[config.mk]
export PLATFORM = sky130hd
export DESIGN_NAME = utf8_fold_trailing_ws_normalizer_core
export DESIGN_NICKNAME = d
export VERILOG_FILES = /design/src/hdl/u8ws_pkg.sv /design/src/hdl/u8ws_ram.sv /design/src/hdl/u8ws_front.sv /design/src/hdl/u8ws_queue.sv /design/src/hdl/u8ws_back.sv /design/src/hdl/utf8_fold_trailing_ws_normalizer_core.sv
export VERILOG_INCLUDE_DIRS = /design/src /design/src/hdl
export SDC_FILE = /design/constraint.sdc
export NUM_CORES = 1
export LEC_CHECK = 0
export BUFFER_PORTS_ARGS = -buffer_cell sky130_fd_sc_hd__clkbuf_2
export CAP_MARGIN = 5
export CORE_UTILIZATION = 57
export CTS_CLUSTER_DIAMETER = 30
export DETAILED_ROUTE_END_ITERATION = 16
export PLACE_DENSITY = 0.85
export RECOVER_POWER = 50
export SKIP_CTS_REPAIR_TIMING = 1
export SYNTH_ARGS = -nofsm -noshare
export SYNTH_HDL_FRONTEND = slang
export SYNTH_SLANG_ARGS = --single-unit
[constraint.sdc]
create_clock -name i_clk -period 4.65 [get_ports i_clk]
set_clock_uncertainty 0.1 [all_clocks]
set_input_delay 0 -clock i_clk [delete_from_list [all_inputs] [get_ports i_clk]]
set_output_delay 0 -clock i_clk [all_outputs]
set_load 0.005 [all_outputs]
[src/hdl/assert_macros.svh]
// Assertion macros used by the top level of the normalizer.
// No dependencies; included by the top level.
`ifndef ASSERT_MACROS_SVH
`define ASSERT_MACROS_SVH

// Same-cycle implication, disabled while reset is asserted (active low).
`define U8WS_AST_IMP(lbl, clk, rstn, ante, cons) \
    lbl: assert property (@(posedge clk) disable iff (!rstn) (ante) |-> (cons)) \
        else $error("normalizer assertion failed");

// Next-cycle implication, disabled while reset is asserted (active low).
`define U8WS_AST_NXT(lbl, clk, rstn, ante, cons) \
    lbl: assert property (@(posedge clk) disable iff (!rstn) (ante) |=> (cons)) \
        else $error("normalizer assertion failed");

`endif

[src/hdl/u8ws_pkg.sv]
// Types, character constants and decode helpers for the UTF-8 fold and
// trailing whitespace normalizer. No dependencies.
package u8ws_pkg;

    // Operation passed from the decoder to the strip stage.
    typedef struct packed {
        logic [7:0] data;
        logic       last;   // last operation caused by one input beat
        logic       eot;    // that input beat ends the text
    } t_op;

    // One result beat.
    typedef struct packed {
        logic [7:0] data;
        logic       vld;    // 0 for an end marker
        logic       last;
        logic       done;
        logic       ovf;
    } t_res;

    localparam logic [7:0] CH_SPACE   = 8'h20;
    localparam logic [7:0] CH_TAB     = 8'h09;
    localparam logic [7:0] CH_CR      = 8'h0D;
    localparam logic [7:0] CH_FF      = 8'h0C;
    localparam logic [7:0] CH_VT      = 8'h0B;
    localparam logic [7:0] CH_NEWLINE = 8'h0A;
    localparam logic [7:0] CH_QUOTE   = 8'h27;
    localparam logic [7:0] CH_DQUOTE  = 8'h22;
    localparam logic [7:0] CH_HYPHEN  = 8'h2D;

    // Whitespace codes kept in the hold store.
    localparam logic [2:0] WS_SPACE = 3'd0;
    localparam logic [2:0] WS_TAB   = 3'd1;
    localparam logic [2:0] WS_CR    = 3'd2;
    localparam logic [2:0] WS_FF    = 3'd3;
    localparam logic [2:0] WS_VT    = 3'd4;

    // Code points of the fold table.
    localparam logic [20:0] CP_SQ_LO    = 21'h02018;
    localparam logic [20:0] CP_SQ_HI    = 21'h0201B;
    localparam logic [20:0] CP_DQ_LO    = 21'h0201C;
    localparam logic [20:0] CP_DQ_HI    = 21'h0201F;
    localparam logic [20:0] CP_DASH_LO  = 21'h02010;
    localparam logic [20:0] CP_DASH_HI  = 21'h02015;
    localparam logic [20:0] CP_MINUS    = 21'h02212;
    localparam logic [20:0] CP_NBSP     = 21'h000A0;
    localparam logic [20:0] CP_SP_LO    = 21'h02002;
    localparam logic [20:0] CP_SP_HI    = 21'h0200A;
    localparam logic [20:0] CP_NNBSP    = 21'h0202F;
    localparam logic [20:0] CP_MMSP     = 21'h0205F;
    localparam logic [20:0] CP_IDSP     = 21'h03000;

    // Continuation bytes a lead byte calls for; 0 for anything else.
    function automatic logic [1:0] lead_len(input logic [7:0] b);
        logic [1:0] n;
        n = 2'd0;
        if (b[7:5] == 3'b110) begin
            n = 2'd1;
        end else if (b[7:4] == 4'b1110) begin
            n = 2'd2;
        end else if (b[7:3] == 5'b11110) begin
            n = 2'd3;
        end
        return n;
    endfunction

    // {hit, code}
    function automatic logic [3:0] ws_code(input logic [7:0] b);
        logic [3:0] r;
        case (b)
            CH_SPACE: r = {1'b1, WS_SPACE};
            CH_TAB:   r = {1'b1, WS_TAB};
            CH_CR:    r = {1'b1, WS_CR};
            CH_FF:    r = {1'b1, WS_FF};
            CH_VT:    r = {1'b1, WS_VT};
            default:  r = 4'd0;
        endcase
        return r;
    endfunction

    function automatic logic [7:0] ws_byte(input logic [2:0] code);
        logic [7:0] r;
        case (code)
            WS_TAB:  r = CH_TAB;
            WS_CR:   r = CH_CR;
            WS_FF:   r = CH_FF;
            WS_VT:   r = CH_VT;
            default: r = CH_SPACE;
        endcase
        return r;
    endfunction

    // {hit, ascii}
    function automatic logic [8:0] fold(input logic [20:0] cp);
        logic [8:0] r;
        r = 9'd0;
        if (cp inside {[CP_SQ_LO:CP_SQ_HI]}) begin
            r = {1'b1, CH_QUOTE};
        end else if (cp inside {[CP_DQ_LO:CP_DQ_HI]}) begin
            r = {1'b1, CH_DQUOTE};
        end else if (cp inside {[CP_DASH_LO:CP_DASH_HI], CP_MINUS}) begin
            r = {1'b1, CH_HYPHEN};
        end else if (cp inside {CP_NBSP, [CP_SP_LO:CP_SP_HI], CP_NNBSP, CP_MMSP,
                                CP_IDSP}) begin
            r = {1'b1, CH_SPACE};
        end
        return r;
    endfunction

endpackage

[src/hdl/u8ws_ram.sv]
// Generic single-write, single-read RAM with registered read data.
// No dependencies.
module u8ws_ram #(
    parameter int WIDTH = 8,
    parameter int DEPTH = 32,
    localparam int AW = (DEPTH > 1) ? $clog2(DEPTH) : 1
) (
    input  logic                   i_clk,
    input  logic                   i_we,
    input  logic [AW-1:0]          i_waddr,
    input  logic [WIDTH-1:0]       i_wdata,
    input  logic [AW-1:0]          i_raddr,
    output logic [WIDTH-1:0]       o_rdata
);
    logic [WIDTH-1:0] r_mem [DEPTH];
    logic [WIDTH-1:0] r_rdata;

    always_ff @(posedge i_clk) begin
        if (i_we) begin
            r_mem[i_waddr] <= i_wdata;
        end
        r_rdata <= r_mem[i_raddr];
    end

    assign o_rdata = r_rdata;
endmodule

[src/hdl/u8ws_front.sv]
// Decoder front: UTF-8 sequence tracking and folding, turns each input beat
// into zero to four strip operations. Depends on u8ws_pkg.
module u8ws_front import u8ws_pkg::*; (
    input  logic       i_clk,
    input  logic       i_rst_n,
    input  logic       i_valid,
    output logic       o_ready,
    input  logic [7:0] i_byte,
    input  logic       i_eot,
    output logic       o_op_valid,
    input  logic       i_op_ready,
    output t_op        o_op
);
    logic [7:0] r_seq [3];
    logic [1:0] r_cnt, r_exp;
    logic [7:0] r_buf [4];
    logic [2:0] r_left;
    logic [1:0] r_pos;
    logic       r_end;

    logic [7:0]  ops [4];
    logic [7:0]  s_new [3];
    logic [1:0]  c_new, e_new, b_lead;
    logic [2:0]  n_pre, n_tot;
    logic [20:0] cp;
    logic [8:0]  fh;
    logic        is_cont, do_start, accept, push;

    always_comb begin
        for (int i = 0; i < 3; i++) begin
            ops[i]   = r_seq[i];
            s_new[i] = r_seq[i];
        end
        ops[3]   = i_byte;
        c_new    = r_cnt;
        e_new    = r_exp;
        n_pre    = 3'd0;
        do_start = 1'b0;
        b_lead   = lead_len(i_byte);
        is_cont  = (i_byte[7:6] == 2'b10);
        case (r_exp)
            2'd1:    cp = {10'd0, r_seq[0][4:0], i_byte[5:0]};
            2'd2:    cp = {5'd0, r_seq[0][3:0], r_seq[1][5:0], i_byte[5:0]};
            2'd3:    cp = {r_seq[0][2:0], r_seq[1][5:0], r_seq[2][5:0], i_byte[5:0]};
            default: cp = 21'd0;
        endcase
        fh = fold(cp);

        if (r_exp == 2'd0) begin
            do_start = 1'b1;
        end else if (!is_cont) begin
            // broken sequence: stored bytes go out raw first
            n_pre    = {1'b0, r_cnt};
            c_new    = 2'd0;
            e_new    = 2'd0;
            do_start = 1'b1;
        end else if (r_cnt >= r_exp) begin
            c_new = 2'd0;
            e_new = 2'd0;
            if (fh[8]) begin
                ops[0] = fh[7:0];
                n_pre  = 3'd1;
            end else begin
                for (int i = 0; i < 4; i++) begin
                    if (3'(i) == {1'b0, r_cnt}) ops[i] = i_byte;
                end
                n_pre = {1'b0, r_cnt} + 3'd1;
            end
        end else begin
            for (int j = 0; j < 3; j++) begin
                if (2'(j) == r_cnt) s_new[j] = i_byte;
            end
            c_new = r_cnt + 2'd1;
        end

        if (do_start) begin
            if (b_lead != 2'd0) begin
                s_new[0] = i_byte;
                c_new    = 2'd1;
                e_new    = b_lead;
            end else begin
                for (int i = 0; i < 4; i++) begin
                    if (3'(i) == n_pre) ops[i] = i_byte;
                end
                n_pre = n_pre + 3'd1;
            end
        end

        n_tot = n_pre;
        if (i_eot && e_new != 2'd0) begin
            // cut-short sequence at the end of the text
            for (int i = 0; i < 4; i++) begin
                for (int j = 0; j < 3; j++) begin
                    if (2'(j) < c_new && 3'(i) == n_pre + 3'(j)) ops[i] = s_new[j];
                end
            end
            n_tot = n_pre + {1'b0, c_new};
            c_new = 2'd0;
            e_new = 2'd0;
        end
    end

    assign o_op_valid = (r_left != 3'd0);
    assign o_ready    = (r_left == 3'd0) || (r_left == 3'd1 && i_op_ready);
    assign accept     = i_valid && o_ready;
    assign push       = o_op_valid && i_op_ready;

    assign o_op.data = r_buf[r_pos];
    assign o_op.last = (r_left == 3'd1);
    assign o_op.eot  = r_end;

    always_ff @(posedge i_clk) begin
        if (!i_rst_n) begin
            r_cnt  <= 2'd0;
            r_exp  <= 2'd0;
            r_left <= 3'd0;
            r_pos  <= 2'd0;
            r_end  <= 1'b0;
        end else if (accept) begin
            r_cnt  <= c_new;
            r_exp  <= e_new;
            r_left <= n_tot;
            r_pos  <= 2'd0;
            r_end  <= i_eot;
        end else if (push) begin
            r_left <= r_left - 3'd1;
            r_pos  <= r_pos + 2'd1;
        end
    end

    always_ff @(posedge i_clk) begin
        if (accept) begin
            r_seq <= s_new;
            r_buf <= ops;
        end
    end
endmodule

[src/hdl/u8ws_queue.sv]
// Small flop-based FIFO of strip operations between decoder and strip stage.
// Depends on u8ws_pkg.
module u8ws_queue import u8ws_pkg::*; #(
    parameter int DEPTH = 4
) (
    input  logic i_clk,
    input  logic i_rst_n,
    input  logic i_push,
    input  t_op  i_data,
    output logic o_ready,
    input  logic i_pop,
    output logic o_valid,
    output t_op  o_data
);
    localparam int AW = (DEPTH > 1) ? $clog2(DEPTH) : 1;
    localparam int CW = $clog2(DEPTH + 1);
    localparam logic [AW-1:0] LAST_PTR = AW'(DEPTH - 1);
    localparam logic [CW-1:0] FULL_CNT = CW'(DEPTH);

    t_op           r_mem [DEPTH];
    logic [AW-1:0] r_rd, r_wr;
    logic [CW-1:0] r_cnt;
    logic          do_push, do_pop;

    assign o_ready = (r_cnt != FULL_CNT);
    assign o_valid = (r_cnt != '0);
    assign o_data  = r_mem[r_rd];
    assign do_push = i_push && o_ready;
    assign do_pop  = i_pop && o_valid;

    always_ff @(posedge i_clk) begin
        if (!i_rst_n) begin
            r_rd  <= '0;
            r_wr  <= '0;
            r_cnt <= '0;
        end else begin
            if (do_push) r_wr <= (r_wr == LAST_PTR) ? '0 : r_wr + 1'b1;
            if (do_pop)  r_rd <= (r_rd == LAST_PTR) ? '0 : r_rd + 1'b1;
            if (do_push && !do_pop)      r_cnt <= r_cnt + 1'b1;
            else if (do_pop && !do_push) r_cnt <= r_cnt - 1'b1;
        end
    end

    always_ff @(posedge i_clk) begin
        if (do_push) r_mem[r_wr] <= i_data;
    end
endmodule

[src/hdl/u8ws_back.sv]
// Strip stage: holds whitespace in a ring RAM, drops it before a newline or
// at the end of the text, frames results. Depends on u8ws_pkg, u8ws_ram.
module u8ws_back import u8ws_pkg::*; #(
    parameter int WS_HOLD_DEPTH = 32
) (
    input  logic i_clk,
    input  logic i_rst_n,
    input  logic i_op_valid,
    input  t_op  i_op,
    output logic o_op_pop,
    output logic o_res_valid,
    input  logic i_res_ready,
    output t_res o_res
);
    localparam int PTR_W = (WS_HOLD_DEPTH > 1) ? $clog2(WS_HOLD_DEPTH) : 1;
    localparam int CNT_W = $clog2(WS_HOLD_DEPTH + 1);
    localparam int SUM_W = CNT_W + 1;
    localparam logic [CNT_W-1:0] FULL_CNT = CNT_W'(WS_HOLD_DEPTH);
    localparam logic [SUM_W-1:0] DEPTH_S  = SUM_W'(WS_HOLD_DEPTH);
    localparam logic [PTR_W-1:0] LAST_PTR = PTR_W'(WS_HOLD_DEPTH - 1);

    localparam logic [1:0] S_IDLE  = 2'd0;
    localparam logic [1:0] S_DRAIN = 2'd1;
    localparam logic [1:0] S_OVF   = 2'd2;
    localparam logic [1:0] S_BYTE  = 2'd3;

    logic [1:0]       r_state, n_state;
    logic [PTR_W-1:0] r_head, n_head, head_inc, wr_tail;
    logic [CNT_W-1:0] r_cnt, n_cnt;
    logic [SUM_W-1:0] tail_sum, tail_mod;
    t_op              r_op, n_op, cur_op;
    logic             r_any, r_pend_v, r_out_v;
    t_res             r_pend, r_out, n_pend, new_res;

    logic             can_push, emit, emit_all, mark, fin, fin_eot, push, pop;
    logic [7:0]       e_byte;
    logic             e_ovf;
    logic             ram_we;
    logic [PTR_W-1:0] ram_waddr;
    logic [2:0]       ram_wdata, ram_rdata;
    logic [3:0]       cur_ws;

    assign can_push = !r_out_v || i_res_ready;
    assign tail_sum = SUM_W'(r_head) + SUM_W'(r_cnt);
    assign tail_mod = (tail_sum >= DEPTH_S) ? tail_sum - DEPTH_S : tail_sum;
    assign wr_tail  = tail_mod[PTR_W-1:0];
    assign head_inc = (r_head == LAST_PTR) ? '0 : r_head + 1'b1;
    assign cur_op   = (r_state == S_IDLE) ? i_op : r_op;
    assign cur_ws   = ws_code(cur_op.data);

    always_comb begin
        n_state   = r_state;
        n_head    = r_head;
        n_cnt     = r_cnt;
        n_op      = r_op;
        pop       = 1'b0;
        ram_we    = 1'b0;
        ram_waddr = wr_tail;
        ram_wdata = cur_ws[2:0];
        emit      = 1'b0;
        e_byte    = cur_op.data;
        e_ovf     = 1'b0;
        fin       = 1'b0;
        case (r_state)
            S_IDLE: begin
                if (i_op_valid && can_push) begin
                    pop  = 1'b1;
                    n_op = i_op;
                    if (cur_ws[3]) begin
                        if (r_cnt == FULL_CNT) begin
                            n_state = S_OVF;
                        end else begin
                            ram_we = 1'b1;
                            n_cnt  = r_cnt + 1'b1;
                            fin    = i_op.last;
                        end
                    end else if (i_op.data == CH_NEWLINE) begin
                        emit   = 1'b1;
                        n_head = '0;
                        n_cnt  = '0;
                        fin    = i_op.last;
                    end else if (r_cnt != '0) begin
                        n_state = S_DRAIN;
                    end else begin
                        emit   = 1'b1;
                        n_head = '0;
                        fin    = i_op.last;
                    end
                end
            end
            S_OVF: begin
                // oldest entry leaves flagged; the new code takes its slot
                if (can_push) begin
                    emit      = 1'b1;
                    e_byte    = ws_byte(ram_rdata);
                    e_ovf     = 1'b1;
                    ram_we    = 1'b1;
                    ram_waddr = r_head;
                    n_head    = head_inc;
                    fin       = r_op.last;
                    n_state   = S_IDLE;
                end
            end
            S_DRAIN: begin
                if (can_push) begin
                    emit   = 1'b1;
                    e_byte = ws_byte(ram_rdata);
                    n_head = head_inc;
                    n_cnt  = r_cnt - 1'b1;
                    if (r_cnt == CNT_W'(1)) n_state = S_BYTE;
                end
            end
            S_BYTE: begin
                if (can_push) begin
                    emit    = 1'b1;
                    n_head  = '0;
                    fin     = r_op.last;
                    n_state = S_IDLE;
                end
            end
            default: n_state = S_IDLE;
        endcase

        fin_eot = fin && cur_op.eot;
        if (fin_eot) begin
            n_head = '0;
            n_cnt  = '0;
        end
        // end marker when the closing beat produced nothing
        mark     = fin_eot && !emit && !r_any;
        emit_all = emit || mark;

        new_res.data = mark ? 8'd0 : e_byte;
        new_res.vld  = !mark;
        new_res.last = fin;
        new_res.done = fin_eot;
        new_res.ovf  = e_ovf;

        push = can_push && r_pend_v && (emit_all || r_pend.last);

        n_pend = r_pend;
        if (emit_all) begin
            n_pend = new_res;
        end else if (fin && r_any) begin
            n_pend.last = 1'b1;
            n_pend.done = fin_eot;
        end
    end

    u8ws_ram #(
        .WIDTH (3),
        .DEPTH (WS_HOLD_DEPTH)
    ) u_hold (
        .i_clk   (i_clk),
        .i_we    (ram_we),
        .i_waddr (ram_waddr),
        .i_wdata (ram_wdata),
        .i_raddr (n_head),
        .o_rdata (ram_rdata)
    );

    always_ff @(posedge i_clk) begin
        if (!i_rst_n) begin
            r_state  <= S_IDLE;
            r_head   <= '0;
            r_cnt    <= '0;
            r_any    <= 1'b0;
            r_pend_v <= 1'b0;
            r_out_v  <= 1'b0;
        end else begin
            r_state <= n_state;
            r_head  <= n_head;
            r_cnt   <= n_cnt;
            if (fin)       r_any <= 1'b0;
            else if (emit) r_any <= 1'b1;
            if (emit_all)  r_pend_v <= 1'b1;
            else if (push) r_pend_v <= 1'b0;
            if (push)             r_out_v <= 1'b1;
            else if (i_res_ready) r_out_v <= 1'b0;
        end
    end

    always_ff @(posedge i_clk) begin
        r_op   <= n_op;
        r_pend <= n_pend;
        if (push) r_out <= r_pend;
    end

    assign o_op_pop    = pop;
    assign o_res_valid = r_out_v;
    assign o_res       = r_out;
endmodule

[src/hdl/utf8_fold_trailing_ws_normalizer_core.sv]
// Top level of the UTF-8 punctuation fold and trailing whitespace strip.
// Depends on u8ws_pkg, u8ws_front, u8ws_queue, u8ws_back, assert_macros.svh.
//
//  channel  dir  tdata          tlast         tuser
//  s_axis   in   in_byte        end_of_input  -
//  m_axis   out  out_byte       run_last      byte_valid, text_done, hold_overflow
//
// Flow: the decoder takes one beat per cycle while it yields at most one operation
// and the queue has room; a broken or cut-short sequence holds it until each raw
// byte has gone out. The strip stage handles one operation at a time, drains held
// whitespace bytes from the hold RAM one by one, then sends the byte that follows a
// drain, and spends an extra step on hold overflow; the single read port of the hold RAM sets that pace.
// Reset is synchronous, active low; hold RAM content is not cleared, only its
// count. A stalled m_axis stops the strip stage; the 4-entry operation queue
// lets the decoder run ahead until it fills.
`include "assert_macros.svh"

module utf8_fold_trailing_ws_normalizer_core import u8ws_pkg::*; #(
    parameter int WS_HOLD_DEPTH = 32
) (
    input  logic       i_clk,
    input  logic       i_rst_n,
    input  logic       s_axis_tvalid,
    output logic       s_axis_tready,
    input  logic [7:0] s_axis_tdata,   // [7:0] in_byte
    input  logic       s_axis_tlast,
    output logic       m_axis_tvalid,
    input  logic       m_axis_tready,
    output logic [7:0] m_axis_tdata,   // [7:0] out_byte
    output logic       m_axis_tlast,
    output logic [2:0] m_axis_tuser    // [0] byte_valid, [1] text_done, [2] hold_overflow
);
    t_op  fr_op, q_op;
    logic fr_op_valid, q_ready, q_valid, q_pop;
    t_res res;

    u8ws_front u_front (
        .i_clk      (i_clk),
        .i_rst_n    (i_rst_n),
        .i_valid    (s_axis_tvalid),
        .o_ready    (s_axis_tready),
        .i_byte     (s_axis_tdata),
        .i_eot      (s_axis_tlast),
        .o_op_valid (fr_op_valid),
        .i_op_ready (q_ready),
        .o_op       (fr_op)
    );

    u8ws_queue #(
        .DEPTH (4)
    ) u_queue (
        .i_clk   (i_clk),
        .i_rst_n (i_rst_n),
        .i_push  (fr_op_valid),
        .i_data  (fr_op),
        .o_ready (q_ready),
        .i_pop   (q_pop),
        .o_valid (q_valid),
        .o_data  (q_op)
    );

    u8ws_back #(
        .WS_HOLD_DEPTH (WS_HOLD_DEPTH)
    ) u_back (
        .i_clk       (i_clk),
        .i_rst_n     (i_rst_n),
        .i_op_valid  (q_valid),
        .i_op        (q_op),
        .o_op_pop    (q_pop),
        .o_res_valid (m_axis_tvalid),
        .i_res_ready (m_axis_tready),
        .o_res       (res)
    );

    assign m_axis_tdata = res.data;
    assign m_axis_tlast = res.last;
    assign m_axis_tuser = {res.ovf, res.done, res.vld};

    // end marker only ever closes a text
    `U8WS_AST_IMP(a_marker_closes, i_clk, i_rst_n, m_axis_tvalid && !res.vld, res.last && res.done)
    // text end is always the last beat of its input
    `U8WS_AST_IMP(a_done_is_last, i_clk, i_rst_n, m_axis_tvalid && res.done, res.last)
    // an overflow beat always carries a byte
    `U8WS_AST_IMP(a_ovf_has_byte, i_clk, i_rst_n, m_axis_tvalid && res.ovf, res.vld)
    // decoder keeps its operation offered while the queue is full
    `U8WS_AST_NXT(a_op_held, i_clk, i_rst_n, fr_op_valid && !q_ready, fr_op_valid)
endmodule
; Word level (Yosys, flattened, before mapping)
; Memory sizes are Yosys's and may differ from the RTL's. A register that Yosys moved wholly into a read port is not among the register bits.
; Index checks and enable logic that the tools add are counted.
[totals]
romBits = 0
latch_bits = 0
in_bits = 13
elab_cells = 327
output_inout_bits = 14
ramBits = 136
reg_bits = 123
n_memories = 2
[memory_table]
columns = name, depth, width, read_ports, rd_ports_with_merged_regs, write_ports, line
row1 = u_back.u_hold.r_mem, 32, 3, 1, 1, 1, u8ws_ram.sv:15  ; logic [WIDTH-1:0] r_mem [DEPTH];
row2 = u_queue.r_mem, 4, 10, 1, 1, 1, u8ws_queue.sv:20  ; t_op r_mem [DEPTH];
[classes]
bitwise_logic = 2
muxes = 133
shifts = 0
reduce_logical = 70
addsub = 17
div = 0
magnitude_cmp = 14
multipliers = 0
eq_ne = 55
[op_table]
columns = operator, n
row1 = 2-to-1 mux 8 bit, 26
row2 = 2-to-1 mux 32 bit, 6
row3 = 2-to-1 mux 24 bit, 4
row4 = == test 21 x 14 -> 1 bit (second input constant), 4
row5 = >= comparator 21 x 14 -> 1 bit (second input constant), 4
row6 = less-or-equal comparator 21 x 14 -> 1 bit (second input constant), 4
row7 = one-hot mux 21 bit (3 select lines), 1
row8 = 2-to-1 mux 2 bit, 29
row9 = 2-to-1 mux 5 bit, 11
row10 = == test 8 x 4 -> 1 bit (second input constant), 5
row11 = 2-to-1 mux 9 bit, 4
row12 = 2-to-1 mux 3 bit, 11
row13 = logical AND 1 bit, 30
row14 = 2-to-1 mux 6 bit, 5
row15 = 2-to-1 mux 1 bit, 26
row16 = == test 2 x 3 -> 1 bit (first input constant), 8
row17 = one-hot mux 6 bit (4 select lines), 1
row18 = == test 21 x 8 -> 1 bit (second input constant), 1
row19 = one-hot mux 4 bit (5 select lines), 1
row20 = nonzero test 2 bit, 9
row21 = binary-select mux 8 bit (select 2 bit), 1
row22 = zero test 3 bit, 5
row23 = one-hot mux 5 bit (3 select lines), 1
row24 = == test 2 bit (second input constant), 7
row25 = other kinds (49), 87

; Logic depth before layout (Yosys ltp)
; Gate-level depths: netlist of run 1.
[depth]
ltp_word = 22
ltp_mapped = 21
ltp_nobuf = 19

; Modules after synthesis
; Synthesis of run 1 repeated with hierarchy kept, for this count alone.
[unflattened]
hier_cells = 1132
hier_area_um2 = 13633.1
[modules_own_cells]
columns = mod, cells_per_inst, n_inst, area_per_inst_um2, seq_area_each_um2
row1 = u8ws_front, 529, 1, 4758.3, 1881.8
row2 = u8ws_ram, 185, 1, 3916.3, 2942.8
row3 = u8ws_back, 315, 1, 3037.9, 1341.3
row4 = u8ws_queue, 103, 1, 1920.6, 1381.3

; Worst setup path after synthesis of run 1
; No wires, ideal clock.
[synth_path]
kind = register -> register
start = register u_front.r_exp[0]
end = register u_front.r_buf[16] (netlist bit) (data pin)
t_required_ns = 4.251
setup_time_ns = 0.299
t_arrival_ns = 3.996
synth_period_minus_slack_ns = 4.395
path_stages_with_launch = 19
n_path_buf = 1
setup_slack_ns = 0.255
path_cell_list = dfxtp_1 -> buf_2 -> mux2_2 -> a22oi_2 -> mux2i_1 -> o31ai_1 -> and2_1 -> nor3_1 -> nand3_1 -> a21oi_1 -> inv_1 -> ha_1 -> or3_1 -> and2_1 -> o21ai_0 -> nor2b_1 -> o21a_1 -> o21ai_0 -> a222oi_1
[synth_lines]
columns = item, line
row1 = "start, declared", u8ws_front.sv:15  ; logic [1:0] r_cnt, r_exp;
row2 = "start signal, assigned", u8ws_front.sv:121  ; r_exp <= e_new;
row3 = "end signal, assigned", u8ws_front.sv:134  ; r_buf <= ops;
row4 = "end, declared", u8ws_front.sv:16  ; logic [7:0] r_buf [4];

==> results of run 1 <==
==> path summary, 6_finish.rpt <==
path,slack (ns),start,to,depth (start not counted)
max,0.09,u_front.r_seq[18],u_front.r_buf[17],17
min,-0.01,s_axis_tdata[3],u_front.r_seq[3],3
max reg2reg,0.09,u_front.r_seq[18],u_front.r_buf[17],17
min reg2reg,0.31,u_back.r_pend[5],u_back.o_res[5],0
==> worst max-delay path: stages (launching register included) <==
cell and delay (ns):
edfxtp_1 0.49, nor4_2 0.35, a21oi_2 0.13, or3_4 0.45, nor3_2 0.29, nor3_4 0.09
a21oi_2 0.13, nor2_1 0.04, or2_2 0.31, inv_1 0.10, ha_1 0.25, or3_4 0.40
and2_1 0.17, o21ai_2 0.08, nor2b_1 0.09, o21a_1 0.22, and2_4 0.20, a222oi_1 0.43
==> power groups by stage <==
stage / Clock, uW / Sequential [uW] / Combinational [uW]
3_5_place_dp: 0 / 3710 / 3190
5_1_grt: 3640 / 3750 / 3550
6_report: 3510 / 3710 / 3280
2_1_floorplan: 0 / 3600 / 2420
4_1_cts: 3520 / 3680 / 3250
3_3_place_gp: 0 / 3670 / 3070
==> final cells by class <==
cell class	instances	area, um2
fill	1558	7371
sequential	264	7550
inverter	55	206.4
timing repair buffer	79	509.2
clock buffer	58	1354
tap	319	399.1
multi-input combinational	792	5752
clock inverter	37	331.6
==> kinds of logic after synthesis <==
kind of cell / count (synthesis)
AO/OA/AOI/OAI: 268
XOR/XNOR: 11
adder cells (fa/ha/maj): 39
buffers and inverters: 105
flip-flops: 264
multiplexers: 96
AND/OR/NAND/NOR: 378
==> placed cells by master (no fill, tap or decap), types with 9 or more instances in the layout <==
cell | synthesis | layout
nand3_1 | 21 | 21
a222oi_1 | 9 | 9
mux2_2 | 13 | 14
dlygate4sd3_1 | 0 | 9
clkbuf_2 | 0 | 14
o21ai_0 | 37 | 36
nor3_1 | 30 | 28
and2_1 | 19 | 13
a31oi_1 | 16 | 16
dfxtp_1 | 38 | 36
nand4_1 | 9 | 9
ha_1 | 36 | 36
nor3b_1 | 10 | 10
edfxtp_1 | 226 | 226
clkbuf_16 | 0 | 52
nand2_1 | 88 | 88
inv_6 | 0 | 9
nor2b_1 | 24 | 24
a211oi_1 | 9 | 9
nor2_1 | 119 | 116
clkbuf_1 | 33 | 24
buf_4 | 3 | 33
mux4_2 | 16 | 16
mux2i_1 | 59 | 59
inv_1 | 52 | 53
a21oi_1 | 54 | 49
nand2b_1 | 17 | 17
a22oi_1 | 15 | 14
o211ai_1 | 10 | 10
o22ai_1 | 16 | 15
==> sequential cells by signal, indices dropped and copies added (netlist names), 3 cells and up, named ones only <==
register,flops
u_front.r_left,3
u_front.r_buf,32
u_back.r_op,10
u_back.u_hold.o_rdata,3
u_front.r_seq,24
u_back.u_hold.r_mem,96
u_back.r_cnt,6
u_back.r_head,5
u_queue.r_cnt,3
u_back.r_pend,12
u_back.o_res,12
u_queue.r_mem,40
==> stage by stage <==
stage	total power, uW	hold WS (ns)	instances
floorplan	6018	0.04492	1161
global placement	6732	0.2984	1496
detailed placement	6904	0.2982	1496
CTS	10450	-0.2185	1591
global route	10940	-0.001330	1604
finish	10500	-0.01170	1604
==> per-layer routing <==
layer  vias up  part of all wire (%)  GRT usage [%]
met3       120                   9.7          5.179
met1      5014                    39          36.76
met2       664                    48          45.16
li1       4612                     -              -
met4         0                   3.3          10.50
met5         -                     0              0
==> flow_summary_export.csv, run 1 <==
group,metric,value,unit
grt,grt_max_degree,33,
status,violations,"hold timing, capacitance limit, slew limit",
cts,clockBufferDepth,3,
grt,grt_usage,27.68,%
synth,synth_top_family_by_area,"compound AO/OA/AOI/OAI gates",
place,post-place-ws,-0.01209,ns
synth,synth_top_cell_area_share,49.66,%
power,max-vdd-ir-drop,0.3575,mV
floorplanning,core_area,0.02347,mm2
timing,setup_slack,0.08703,ns
cts,numCtsBuffers,51,
place,place.port_buffers,26,
synth,ys_top_cells_by_area,"edfxtp_1 50%, dfxtp_1 5.6%, mux2i_1 4.3%",
detailed_routing,wl_per_cell,21.16,um
critical_path,arrival,4.77,ns
power,powerDensity,651.9,mW/mm2
synth,synth_flop_cell,"edfxtp_1",
cells_and_area,area_growth,17.82,%
synth,synth_cell_type_count,95,
synth,synth_seq_cells,264,
job,drv_cap,2,
synth,synth_xor_area_share,0.7049,%
cts,cts_tree,"built",
synth,synth_edf_count,226,
synth,syn_inst,1161,
cts,clkSinkCount,264,
timing,hold_violations,3,
synth,synth_common_cells,"226 x edfxtp_1, 119 x nor2_1, 88 x nand2_1, 59 x mux2i_1, 54 x a21oi_1",
synth,yosys_warnings,0,
detailed_routing,num_vias,10410,
timing,drv_slew,66,
synth,synth_largest_area_cell,"edfxtp_1",
synth,async_reset_ff_share,0,%
floorplanning,row_count,56,
detailed_routing,drc,0,
cells_and_area,antenna_cells,0,
status,status,"finished with violations",
detailed_routing,dr.pass1.iters,6,
timing,fin_crit_sh,98.13,%
floorplanning,num_io_pins,27,
critical_path,worstPathRequired,4.86,ns
grt,grt_pass1_wl,52810,um
synth,synth_nets,1213,
synth,synthMuxAreaShare,9.457,%
place,dp_hpwl,22100,um
critical_path,path_class,"flop to flop",
cells_and_area,design_area,0.01610,mm2
grt,antenna_found_initial,0,
floorplanning,die-area,0.02460,mm2
detailed_routing,viasPerCell,6.490,
floorplanning,die_h,156.8,um
detailed_routing,first_iter_violations,1242,
cells_and_area,drive_above_1_share,17.20,%
power,power_frac_comb,31.3,%
critical_path,crit_fanout,8,
place,place_congestion,0.9645,
synth,synthSimpleGateAreaFrac,13.63,%
cts,clkSlewWorstSetupHoldPaths,0.05,ns
synth,synth.most_common_cell,"edfxtp_1",
synth,syn_avg_cell_area,11.77,um2
place,dpl_cell_area,0.01426,mm2
floorplanning,start_util,58.22,%
grt,grt_pass1_vias,9838,
timing,min_period,4.563,ns
worst_hold_path,min_path_type,"primary input to flop",
cells_and_area,fin_util,68.60,%
synth,yosysSeqAreaShare,55.22,%
synth,synth_compound_area_share,13.95,%
timing,whs,-0.01170,ns
synth,synthAdderAreaFrac,3.735,%
cts,clockRootBuffer,"clkbuf_16",
power,p_seq_share,35.3,%
cells_and_area,num-nets-final,1295,
timing,setup_viol,0,
power,p_leak,0.005840,uW
timing,setup_tns,0,ns
critical_path,cp-start-kind,"flop",
critical_path,critPathCaptureType,"flop",
power,power.switching,3711,uW
power,p_clk_share,33.4,%
grt,grt_overflow,0,
timing,worst-slew-pin-transition,1.673,ns
synth,syn_area,0.01367,mm2
power,switching_share,35.35,%
detailed_routing,routed_wl,33940,um
floorplanning,die_w,156.8,um
timing,max_clock_freq,219.2,MHz
cts,insertion_delay,0.56,ns
cts,htreeDepth,2,
timing,relSlewSlack,-11.55,%
power,internal_power,6786,uW
detailed_routing,antenna_left,0,
(Power assumes the default switching activity.)
==> inputs of run 2 (changes only) <==
--- a/config.mk
+++ b/config.mk
@@ -8,10 +8,10 @@
 export LEC_CHECK = 0
 export BUFFER_PORTS_ARGS = -buffer_cell sky130_fd_sc_hd__clkbuf_2
 export CAP_MARGIN = 5
-export CORE_UTILIZATION = 57
+export CORE_UTILIZATION = 30
 export CTS_CLUSTER_DIAMETER = 30
 export DETAILED_ROUTE_END_ITERATION = 16
-export PLACE_DENSITY = 0.85
+export PLACE_DENSITY = 0.55
 export RECOVER_POWER = 50
 export SKIP_CTS_REPAIR_TIMING = 1
 export SYNTH_ARGS = -nofsm -noshare
==> flow_summary_export.csv, run 2 (synthesis gave the netlist of run 1 again) <==
group,metric,value,unit
status,status,"finished with violations",
status,violations,"hold timing, capacitance limit, slew limit",
cts,insertion_delay,0.62,ns
critical_path,slowest_delay,0.40,ns
critical_path,worstPathRequired,4.96,ns
critical_path,crit_fanout,17,
detailed_routing,routed_wl,33980,um
place,dp_hpwl,23390,um
cts,numCtsBuffers,61,
floorplanning,die_h,215.4,um
floorplanning,core_area,0.04461,mm2
critical_path,cp-start-kind,"flop",
critical_path,cp_slowest_cell,"or3_4",
cells_and_area,fillers,4312,
floorplanning,die-area,0.04641,mm2
grt,grt_max_degree,41,
cells_and_area,antenna_cells,0,
cts,cts_tree,"built",
floorplanning,num_io_pins,27,
detailed_routing,drc,0,
cts,clockBufferDepth,3,
cts,clkSlewWorstSetupHoldPaths,0.04,ns
grt,grt_pass1_wl,53360,um
detailed_routing,num_vias,9754,
timing,min_period,4.455,ns
detailed_routing,dr.pass1.iters,7,
cells_and_area,area_growth,23.53,%
detailed_routing,first_iter_violations,682,
timing,fin_crit_sh,95.80,%
floorplanning,die_w,215.4,um
timing,hold_violations,2,
timing,drv_slew,66,
floorplanning,row_count,77,
critical_path,critPathCaptureType,"flop",
cells_and_area,drive_above_1_share,17.91,%
cells_and_area,largest_register,"u_back.u_hold.r_mem",
grt,grt_pass1_vias,9566,
place,post-place-ws,-0.05918,ns
floorplanning,start_util,30.64,%
power,powerDensity,656.6,mW/mm2
critical_path,path_class,"flop to flop",
critical_path,cp-startpoint,"u_front.r_exp[0]",
timing,setup_viol,0,
critical_path,arrival,4.76,ns
worst_hold_path,worstHoldStart,"m_axis_tready",
grt,antenna_found_initial,0,
cells_and_area,num-nets-final,1314,
cts,clockRootBuffer,"clkbuf_16",
critical_path,crit_path_cell_trace,"buf_12 -> mux2_1 -> a22oi_1 -> mux2i_1 -> and2_1 -> o21a_1 -> nor3_4 -> a21oi_1 -> nor2_1 -> or2_2 -> inv_1 -> ha_1 -> or3_4 -> and2_1 -> o21ai_2 -> nor2b_1 -> o21a_1 -> and2_4 -> a222oi_1",
job,drv_cap,2,
grt,grt_overflow,0,
place,place_congestion,0.8710,
place,place.port_buffers,26,
timing,setup_tns,0,ns
worst_hold_path,min_path_type,"primary input to flop",
timing,whs,-0.02722,ns
detailed_routing,viasPerCell,5.123,
cells_and_area,largestRegisters,"u_back.u_hold.r_mem: 96 flops, u_queue.r_mem: 40 flops, u_front.r_buf: 32 flops",
detailed_routing,antenna_left,0,
timing,max_clock_freq,224.5,MHz
detailed_routing,wl_per_cell,17.84,um
cells_and_area,final_cell_mix,"226 x edfxtp_1, 119 x nor2_1, 88 x nand2_1, 61 x clkbuf_16, 59 x mux2i_1",
timing,worst-slew-pin-transition,1.605,ns
cts,htreeDepth,2,
timing,relSlewSlack,-7.020,%
grt,grt_usage,14.50,%
power,p_leak,0.006077,uW
timing,setup_slack,0.1954,ns
cts,clkSinkCount,264,
cells_and_area,layout_commonest_cell,"edfxtp_1",
cells_and_area,largest_reg_flops,96,
power,max-vdd-ir-drop,0.4079,mV
critical_path,r2r_start,"u_front.r_exp[0]",
## run 2: cell count changes in the layout (fill, tap and decap cells not counted), sizes merged
cell	previous run	this run
bufinv	2	7
clkinv	19	24
inv	64	58
buf	35	40
clkinvlp	7	11
clkbuf	93	102
dlygate4sd3	9	14
## run 2: where the power goes
group	internal [uW]	switching (uW)	leakage [uW]
clock network	2800	1380	0.000974
logic	1180	2060	0.00266
registers	3390	276	0.00244
total	7370	3720	0.00608
## run 2: path summary, 6_finish.rpt
kind | depth (start not counted) | slack (ns) | to
worst min-delay path | 3 | -0.03 | u_back.o_res_valid
worst max register to register | 19 | 0.20 | u_front.r_buf[18]
worst max-delay path | 19 | 0.20 | u_front.r_buf[18]
worst min register to register | 0 | 0.32 | u_back.o_res[9]
## run 2: layer usage
layer  global-route usage, %  part of all wire, %
met2                   22.74                   46
met3                   3.214                  6.9
met5                       0                    0
met1                   19.53                   45
met4                   5.485                  2.1
## run 2: critical path, delay by kind of cell (launching register included)
family          cells  cell delay [ns]
compound gates      6             1.17
fa+ha+maj           1             0.25
buf+inv             2             0.25
flops               1             0.38
mux                 2             0.63
simple gates        8             1.46
## run 2: per-stage QoR
stage	utilization [%]	total power (uW)	instance area, um2	cells
after detailed placement	32.89	6976	14670	1776
final	37.85	11090	16880	1904
after floorplan	-	6018	13670	1161
after global routing	37.85	11670	16880	1904
after global placement	32.89	6928	14670	1776
after CTS	37.50	11200	16730	1889
## run 2: layout make-up
cell class,instances,area [um2],area share [%]
inverters,55,206.4,1.223
clock inverters,45,495.5,2.935
repair buffers,88,610.6,3.617
multi-input cells,792,5717,33.86
clock buffers,68,1563,9.257
flip-flops and latches,264,7550,44.72
well taps,592,740.7,4.387
==> inputs of run 3 (changes only) <==
--- a/config.mk
+++ b/config.mk
@@ -6,7 +6,7 @@
 export SDC_FILE = /design/constraint.sdc
 export NUM_CORES = 1
 export LEC_CHECK = 0
-export BUFFER_PORTS_ARGS = -buffer_cell sky130_fd_sc_hd__clkbuf_2
+export BUFFER_PORTS_ARGS = -buffer_cell sky130_fd_sc_hd__buf_4
 export CAP_MARGIN = 5
 export CORE_UTILIZATION = 30
 export CTS_CLUSTER_DIAMETER = 30
==> flow_summary_export.csv, run 3 (synthesis gave the netlist of run 1 again) <==
group,metric,value,unit
status,status,"finished with violations",
status,violations,"hold timing, capacitance limit, slew limit",
detailed_routing,viasPerCell,5.144,
cts,clkSinkCount,264,
cells_and_area,largest_register,"u_back.u_hold.r_mem",
worst_hold_path,worstHoldStart,"m_axis_tready",
grt,grt.met1_usage,20.22,%
critical_path,cp-start-kind,"flop",
power,max-vdd-ir-drop,0.3459,mV
critical_path,worstPathRequired,4.94,ns
grt,antenna_found_initial,0,
place,dp_hpwl,23480,um
critical_path,arrival,4.74,ns
cells_and_area,final_cell_mix,"226 x edfxtp_1, 118 x nor2_1, 88 x nand2_1, 69 x clkbuf_16, 59 x mux2i_1",
critical_path,critPathCaptureType,"flop",
floorplanning,die_h,215.4,um
floorplanning,start_util,30.64,%
place,place.port_buffers,26,
cells_and_area,antenna_cells,0,
detailed_routing,wl_per_cell,17.98,um
grt,grt_max_degree,38,
grt,grt_pass1_vias,9846,
place,place_congestion,0.8715,
timing,max_clock_freq,224.5,MHz
grt,grt_overflow,0,
timing,worst-slew-pin-transition,1.643,ns
detailed_routing,drc,0,
cts,clockBufferDepth,3,
floorplanning,core_area,0.04461,mm2
timing,relSlewSlack,-9.514,%
detailed_routing,num_vias,9825,
grt,grt_busiest_layer,"met2",
timing,drv_slew,66,
cts,htreeDepth,3,
timing,min_period,4.454,ns
cells_and_area,fillers,4295,
cells_and_area,drive_above_1_share,18.97,%
cts,insertion_delay,0.58,ns
detailed_routing,antenna_left,0,
place,dp_cells,1776,
job,drv_cap,2,
floorplanning,die-area,0.04641,mm2
floorplanning,num_io_pins,27,
grt,grt_pass1_wl,54790,um
timing,whs,-0.02930,ns
grt,met2_usage,23.19,%
cells_and_area,layout.cells.non_filler,1910,
detailed_routing,dr.pass1.iters,5,
floorplanning,die_w,215.4,um
power,p_leak,0.006226,uW
grt,grt_util_met3,3.256,%
cts,clkSlewWorstSetupHoldPaths,0.04,ns
timing,setup_viol,0,
cts,clockRootBuffer,"clkbuf_16",
cells_and_area,largestRegisters,"u_back.u_hold.r_mem: 96 flops, u_queue.r_mem: 40 flops, u_front.r_buf: 32 flops",
timing,setup_tns,0,ns
power,powerDensity,674.9,mW/mm2
detailed_routing,first_iter_violations,809,
cells_and_area,layout_commonest_cell,"edfxtp_1",
cells_and_area,area_growth,25.87,%
grt,grt_usage,15.02,%
cts,numCtsBuffers,68,
critical_path,path_class,"flop to flop",
cells_and_area,largest_reg_flops,96,
floorplanning,row_count,77,
cells_and_area,num-nets-final,1319,
timing,hold_violations,5,
cts,cts_tree,"built",
worst_hold_path,min_path_type,"primary input to flop",
timing,fin_crit_sh,95.78,%
critical_path,crit_fanout,11,
detailed_routing,routed_wl,34350,um
run 3: changes by cell type in the layout (fill, tap and decap cells not counted), sizes merged:
| cell | delta |
|---|---|
| buf | +15 |
| clkinv | -6 |
| clkinvlp | -5 |
| inv | +4 |
| dlygate4sd3 | -3 |
| clkbuf | +1 |
run 3: cell type report:
cell class / instances / area [um2] / area share, %
inverter: 55 / 206.4 / 1.200
clock inverter: 38 / 489.2 / 2.844
multi-input combinational: 792 / 5734 / 33.33
sequential: 264 / 7550 / 43.89
tap: 592 / 740.7 / 4.306
timing repair buffer: 86 / 663.1 / 3.855
clock buffer: 83 / 1819 / 10.58
run 3: report_power, final:
| group | internal, uW | switching (uW) | leakage (uW) |
|---|---|---|---|
| registers | 3390 | 268 | 0.00244 |
| clock network | 3190 | 1460 | 0.00110 |
| logic | 1230 | 2080 | 0.00268 |
| total | 7800 | 3800 | 0.00623 |
run 3: path summary, 6_finish.rpt:
| kind | end | slack, ns | cells after the start |
|---|---|---|---|
| max | u_back.u_hold.o_rdata[1] | 0.20 | 10 |
| min | u_back.o_res_valid | -0.03 | 3 |
| max reg2reg | u_back.u_hold.o_rdata[1] | 0.20 | 10 |
| min reg2reg | u_back.o_res[3] | 0.31 | 0 |
run 3: metal layers:
layer	vias up	wire length (um)	share of wire (%)
met1	4789	15960	46
met5	-	0	0
li1	4672	-	-
met3	80	1805	5.3
met4	0	1059	3.1
met2	284	15520	45
run 3: critical path: stages, from the launching register on:
cell and delay (ns):
dfxtp_1 0.48, buf_4 0.25, mux4_1 0.67, nand2b_1 0.12, o211a_1 0.20, o32ai_2 0.11
a211oi_1 0.94, o21ai_2 0.42, or3_2 0.60, o221ai_1 0.19, nand4_1 0.20
run 3: per-stage QoR:
stage               util [%]  setup slack, ns  hold slack [ns]  area, um2  power [uW]
global placement       33.03          0.05455           0.2962      14740        6966
global route           38.57         -0.01200          0.02816      17200       12230
CTS                    38.21          -0.1363          -0.2886      17040       11730
finish                 38.57           0.1963         -0.02930      17200       11610
detailed placement     33.03          -0.1262           0.2979      14740        7022
floorplan                  -           0.2553          0.04492      13670        6018
